--- src/rtl/ssb_pkg.sv ---
`timescale 1ns / 1ps

package ssb_pkg;

  typedef enum logic [2:0] {
    ST_CLEAR,
    ST_IDLE,
    ST_MOD,
    ST_RMW_RD,
    ST_RMW_WR,
    ST_CHECK,
    ST_DRAW
  } ssb_state_e;

  // Item kinds
  localparam logic [1:0] KIND_LOAD  = 2'd0;
  localparam logic [1:0] KIND_DRAW  = 2'd1;
  localparam logic [1:0] KIND_SET   = 2'd2;
  localparam logic [1:0] KIND_CHECK = 2'd3;

  // Text image characters
  localparam logic [7:0] CH_ZERO  = 8'h30;
  localparam logic [7:0] CH_ONE   = 8'h31;
  localparam logic [7:0] CH_NINE  = 8'h39;
  localparam logic [7:0] CH_A     = 8'h61;
  localparam logic [7:0] CH_F     = 8'h66;
  localparam logic [7:0] HEX_TEN  = 8'd10;

  // Text image layout: flag characters first, then the pixels
  localparam logic [6:0] FLAG_CHARS = 7'd8;
  localparam logic [6:0] IMAGE_END  = 7'd72;

  localparam int SPRITE_NUM_W = 12;

  // Reduced sprite number from the slot unit
  typedef struct packed {
    logic                    busy;
    logic [SPRITE_NUM_W-1:0] value;
  } slot_status_t;

endpackage

--- src/rtl/ssb_slot_mod.sv ---
`timescale 1ns / 1ps

// Sprite number modulo SPRITE_COUNT: quotient by reciprocal multiplication registered at the
// taking edge, remainder registered in the cycle after.
module ssb_slot_mod #(
  parameter int SPRITE_COUNT = 256
) (
  input  logic                              clk_i,
  input  logic                              rst_ni,
  input  logic                              start_i,
  input  logic [ssb_pkg::SPRITE_NUM_W-1:0]  sprite_i,
  output ssb_pkg::slot_status_t             status_o
);

  localparam int NumW   = ssb_pkg::SPRITE_NUM_W;
  localparam int ShiftW = 2 * NumW;
  localparam int ProdW  = 3 * NumW + 1;

  // 2^24 / count rounded up; exact quotient for any 12-bit sprite number
  localparam longint unsigned Recip =
    ((64'd1 << ShiftW) + longint'(SPRITE_COUNT) - 64'd1) / longint'(SPRITE_COUNT);
  localparam logic [ShiftW:0]  RecipL = (ShiftW + 1)'(Recip);
  localparam logic [NumW-1:0]  CountL = NumW'(SPRITE_COUNT);

  logic             busy_q;
  logic [NumW-1:0]  num_q;
  logic [NumW-1:0]  quot_q;
  logic [NumW-1:0]  rem_q;
  logic [ProdW-1:0] prod;
  logic [NumW-1:0]  quot;

  assign prod = ProdW'(sprite_i) * ProdW'(RecipL);
  assign quot = prod[ShiftW +: NumW];

  always_ff @(posedge clk_i or negedge rst_ni) begin
    if (!rst_ni) begin
      busy_q <= 1'b0;
    end else begin
      busy_q <= start_i;
    end
  end

  // product fits in 12 bits, so the truncated multiply is exact
  always_ff @(posedge clk_i) begin
    if (start_i) begin
      num_q  <= sprite_i;
      quot_q <= quot;
    end
    if (busy_q) begin
      rem_q <= num_q - quot_q * CountL;
    end
  end

  assign status_o.busy  = busy_q;
  assign status_o.value = rem_q;

  a_below_count: assert property (@(posedge clk_i) disable iff (!rst_ni)
    (!busy_q && $past(busy_q)) |-> (32'(rem_q) < SPRITE_COUNT))
    else $error("slot remainder not below sprite count");

  a_busy_start: assert property (@(posedge clk_i) disable iff (!rst_ni)
    start_i |=> busy_q)
    else $error("slot reduction did not start");

  a_busy_one: assert property (@(posedge clk_i) disable iff (!rst_ni)
    busy_q |=> !busy_q)
    else $error("slot reduction took more than one cycle");

endmodule

--- config.mk ---
export PLATFORM = sky130hd
export DESIGN_NAME = ssb_slot_mod
export DESIGN_NICKNAME = d
export VERILOG_FILES = /design/src/rtl/ssb_pkg.sv /design/src/rtl/ssb_slot_mod.sv
export SDC_FILE = /design/constraint.sdc
export NUM_CORES = 1
export LEC_CHECK = 0
export ABC_AREA = 1
export BUFFER_PORTS_ARGS = -buffer_cell sky130_fd_sc_hd__buf_4
export CAP_MARGIN = 30
export CORE_ASPECT_RATIO = 0.9
export CORE_MARGIN = 2
export CORE_UTILIZATION = 37
export DETAILED_ROUTE_END_ITERATION = 10
export PLACE_DENSITY = 0.69
export SYNTH_ARGS = -nofsm -noshare
export SYNTH_HDL_FRONTEND = slang
export SYNTH_SLANG_ARGS = --single-unit
--- constraint.sdc ---
create_clock -name clk_i -period 0.85 [get_ports clk_i]
set_clock_uncertainty 0.05 [all_clocks]
set_input_delay 0.1275 -clock clk_i [delete_from_list [all_inputs] [get_ports clk_i]]
set_output_delay 0.1275 -clock clk_i [all_outputs]
set_load 0.005 [all_outputs]
==> impl_metrics.yaml, run 1 <==
pwr:
  peakVddDrop_mv: 1.066
  p_leak_uw: 0.0003413
  power_density_nw_per_um2: 1896
grt:
  grt_pass1_wl_mm: 1.228
  grt_usage_pct: 10.59
  grt_pass1_vias: 267
  grt_max_degree: 10
  antenna_found_initial: 0
  grt-ovfl-total: 0
clocking:
  cts_root_buf: "clkbuf_4"
  htree_levels: 1
  clockBufferDepth: 2
  clock_sinks: 17
  path_clk_slew_ns: 0.10
  worstSkewPairLatency_ns: 0.27
  cts_buffers: 3
  cts_tree: "built"
worst_setup_path:
  path_max_fanout: 2
  required_ns: 0.67
  crit_path_start_kind: "flop"
  max_stage_delay_ns: 0.41
  cp-end-kind: "output pin"
  crit_family: "flip-flops"
  critPathArrivalTime_ns: 0.81
  worstSetupPathType: "flop to output pin"
  slowest_stage: "dfrtp_1"
  path_cells: "buf_6"
  cp_num_buf_inv: 1
timing:
  setup_viol: 17
  fin_crit_ns: 0.9845
  final-hold-violation-count: 0
  fmax_mhz: 1016
  rsz0062_at_grt: "yes"
  timing.setup.tns_ns: -1.853
  post-route-period-util_pct: 115.8
  maxSlewViolCount: 0
  setup_slack_ns: -0.1345
synthesis:
  ys_ff_latch: 17
  synth_compound_area_share_pct: 0
  synth-adder-area-share_pct: 0
  synthMuxAreaShare_pct: 0
  yosysSeqAreaShare_pct: 92.45
  yosysWarnings: 0
  yosysUniqueCellTypes: 4
  netlist_instances: 23
  syn_avg_cell_area_um2: 23.77
  synth_xor_area_share_pct: 0
  syn_area_um2: 546.8
  yosys.area_share.simple_pct: 0
  synth_top_family_by_area: "buffers and inverters"
floorplanning:
  num_rows: 13
  die_w_um: 44.52
  io_pins: 28
  coreArea_um2: 1415
  fp.dieH_um: 40.47
  start_util_pct: 38.64
  die-area_um2: 1802
cells_and_area:
  area_growth_pct: 51.95
  post-route-util_pct: 58.71
  num_antenna_cells: 0
  fillers: 113
  drive_gt1_share_pct: 42.86
  nNetsFinal: 72
route:
  drt_iter0_markers: 1
  firstDrtPassIters: 2
  drc: 0
  wire_per_inst_um: 11.38
  routed_via_density: 4.113
  num_vias: 292
  antenna_left: 0
  routed_wl_um: 808
place:
  dp_hpwl_um: 534.2
  gp_congestion: 0.5839
  port_buffers: 19
status:
  violations: "negative setup slack"
  status: "finished, violations left"
worst_hold_path:
  min_path_type: "input pin to flop"
run:
  drv_cap: 0
-- worst paths after layout --
path / depth (start not counted) / start / end / slack [ns]
hold / removal: 1 / start_i / num_q[5]$_DFFE_PP_ / 0.08
setup reg to reg: 2 / busy_q$_DFF_PN0_ / rem_q[6]$_DFFE_PP_ / -0.11
min in group asynchronous: 2 / rst_ni / busy_q$_DFF_PN0_ / 0.10
max in group asynchronous: 2 / rst_ni / busy_q$_DFF_PN0_ / 0.57
setup / recovery: 1 / busy_q$_DFF_PN0_ / status_o[12] / -0.13
hold reg to reg: 0 / num_q[4]$_DFFE_PP_ / rem_q[4]$_DFFE_PP_ / 0.37
-- power breakdown --
group          switching [uW]  leakage (uW)  total (uW)  internal, uW
Clock                     222     0.0000150         403           181
Sequential               18.5      0.000168        1010           994
Combinational            49.7      0.000158         159           109
Total                     290      0.000341        1580          1280
-- cell families (layout without fill, tap and decap cells) --
group | Yosys count | after routing
flops | 17 | 17
other cells | 1 | 4
buf+inv | 5 | 35
-- stage by stage --
stage | total power (uW) | hold WS, ns | worst slack (ns) | std cells | instance area, um^2
5_1_grt | 1653 | 0.07174 | -0.1907 | 71 | 830.8
2_1_floorplan | 1059 | -0.2181 | 0.003482 | 26 | 558.0
3_5_place_dp | 1157 | -0.1464 | 0.02714 | 56 | 701.9
4_1_cts | 1592 | 0.07871 | -0.2415 | 71 | 839.6
3_3_place_gp | 1147 | -0.1471 | 0.03195 | 56 | 701.9
6_report | 1575 | 0.08253 | -0.1345 | 71 | 830.8
-- layout by cell type, fill, tap and decap left out, drive strengths merged --
cell,instances
edfxtp,16
buf,21
dlygate4sd3,10
dfrtp,1
conb,4
clkbuf,4
-- area by class of cell --
cell class | instances | area (um^2) | area share [%]
flip-flops and latches | 17 | 505.5 | 60.84
repair buffers | 31 | 265.3 | 31.93
clock buffers | 4 | 26.28 | 3.163
well taps | 15 | 18.77 | 2.259
multi-input cells | 4 | 15.01 | 1.807
-- registers in the layout, indices dropped and copies added, names as in the netlist --
signal,cells
busy_q,1
num_q,8
rem_q,8
-- repair_timing --
action	CTS	global route
cloned	0	0
setup endpoints to repair	9	17
gates resized for setup	1	1
hold buffers	10	0
endpoints found under the hold margin	10	0
buffers inserted	1	1
-- layer usage --
layer  GRT usage (%)  part of all wire, %  routed length, um  vias up
met3           2.703                   11                 89        0
met4           6.818                    0                  0        0
met5               0                    0                  0        -
met1           11.14                   35                283      130
li1                -                    -                  -      142
met2           19.20                   54                435       20
-- Yosys cell counts, drive strengths merged --
cell type  instances  share of area [%]
buf                5                6.9
conb               1               0.69
dfrtp              1                4.6
edfxtp            16                 88
(Power assumes the default switching activity.)
==> run 2, diff against run 1 <==
--- a/config.mk
+++ b/config.mk
@@ -6,7 +6,7 @@
 export NUM_CORES = 1
 export LEC_CHECK = 0
 export ABC_AREA = 1
-export BUFFER_PORTS_ARGS = -buffer_cell sky130_fd_sc_hd__buf_4
+export BUFFER_PORTS_ARGS = -buffer_cell sky130_fd_sc_hd__buf_2
 export CAP_MARGIN = 30
 export CORE_ASPECT_RATIO = 0.9
 export CORE_MARGIN = 2
==> impl_metrics.yaml, run 2 (synthesized netlist as in run 1, its figures left out) <==
route:
  antenna_left: 0
  drt_iter0_markers: 5
  routed_wl_um: 691
  num_vias: 272
  drc: 0
  firstDrtPassIters: 2
  routed_via_density: 3.942
  wire_per_inst_um: 10.01
worst_setup_path:
  cp_num_buf_inv: 1
  crit_family: "flip-flops"
  worstSetupPathType: "flop to output pin"
  required_ns: 0.67
  cp-end-kind: "output pin"
  path_max_fanout: 2
  path_cells: "buf_2"
  max_stage_delay_ns: 0.41
  slowest_stage: "dfrtp_2"
  crit_path_start_kind: "flop"
  critPathArrivalTime_ns: 0.80
clocking:
  cts_root_buf: "clkbuf_4"
  clockBufferDepth: 2
  path_clk_slew_ns: 0.08
  clock_sinks: 17
  worstSkewPairLatency_ns: 0.29
  htree_levels: 1
  cts_buffers: 3
  cts_tree: "built"
grt:
  grt_pass1_vias: 263
  antenna_found_initial: 0
  grt_pass1_wl_mm: 1.055
  grt_max_degree: 11
  grt_usage_pct: 9.281
  grt-ovfl-total: 0
floorplanning:
  die_w_um: 44.52
  die-area_um2: 1802
  num_rows: 13
  coreArea_um2: 1415
  fp.dieH_um: 40.47
  io_pins: 28
  start_util_pct: 38.64
timing:
  final-hold-violation-count: 0
  setup_slack_ns: -0.1325
  maxSlewViolCount: 0
  rsz0062_at_grt: "yes"
  setup_viol: 12
  post-route-period-util_pct: 115.6
  fmax_mhz: 1018
  fin_crit_ns: 0.9825
  timing.setup.tns_ns: -0.9807
pwr:
  p_leak_uw: 0.0003151
  peakVddDrop_mv: 0.9440
  power_density_nw_per_um2: 2015
cells_and_area:
  reg_top3: "num_q x8, rem_q x8, busy_q x1"
  layout_common_cells: "buf_2, edfxtp_1, dlygate4sd3_1, conb_1, clkbuf_4"
  num_antenna_cells: 0
  area_growth_pct: 39.13
  final_common_cell: "buf_2"
  drive_gt1_share_pct: 46.30
  design_area_um2: 760.7
  nNetsFinal: 70
status:
  status: "finished, violations left"
  violations: "negative setup slack"
place:
  pre_cts_ws_ns: -0.05943
  gp_congestion: 0.5722
  port_buffers: 19
  postPlaceCellArea_um2: 634.4
run:
  drv_cap: 0
worst_hold_path:
  min_path_type: "input pin to flop"
[run 2: path summary, 6_finish.rpt]
check,from,end,slack (ns),cells after the start
worst max-delay path,busy_q$_DFF_PN0_,status_o[12],-0.13,1
worst min-delay path,start_i,busy_q$_DFF_PN0_,0.02,1
worst max register to register,busy_q$_DFF_PN0_,rem_q[3]$_DFFE_PP_,0,1
worst min register to register,num_q[0]$_DFFE_PP_,rem_q[0]$_DFFE_PP_,0.38,0
max in group asynchronous,rst_ni,busy_q$_DFF_PN0_,0.56,2
min in group asynchronous,rst_ni,busy_q$_DFF_PN0_,0.09,2
[run 2: final cells by class]
type | count | area, um^2
fill | 116 | 654.4
sequential | 17 | 506.7
timing repair buffer | 29 | 192.7
clock buffer | 3 | 22.52
tap | 15 | 18.77
multi-input combinational | 4 | 15.01
clock inverter | 1 | 5.005
[run 2: what timing repair did]
action | CTS | global route
setup buffers | 1 | 0
setup endpoints to repair | 17 | 17
hold buffers | 9 | 0
gates resized for setup | 1 | 0
endpoints found under the hold margin | 9 | 0
[run 2: routing by layer]
| metal | routed length [um] | vias up | track usage (%) |
|---|---|---|---|
| met5 | 0 | - | 0 |
| met4 | 0 | 0 | 9.091 |
| met3 | 83 | 0 | 3.153 |
| met2 | 316 | 20 | 14.13 |
| met1 | 290 | 116 | 10.23 |
| li1 | - | 136 | - |
[run 2: power by group]
part           switching [uW]  internal, uW
clock network             235           175
registers                15.2           994
logic                    45.1          69.1
total                     295          1240
[run 2: through the flow]
| step | std cells | utilization (%) | hold slack (ns) | total power [uW] |
|---|---|---|---|---|
| final | 69 | 53.76 | 0.02351 | 1533 |
| after global routing | 69 | 53.76 | 0.01202 | 1604 |
| after CTS | 69 | 53.76 | 0.01055 | 1550 |
| after detailed placement | 55 | 44.83 | -0.1464 | 1111 |
| after global placement | 55 | 44.83 | -0.1472 | 1106 |
| after floorplan | 26 | - | -0.2181 | 1059 |
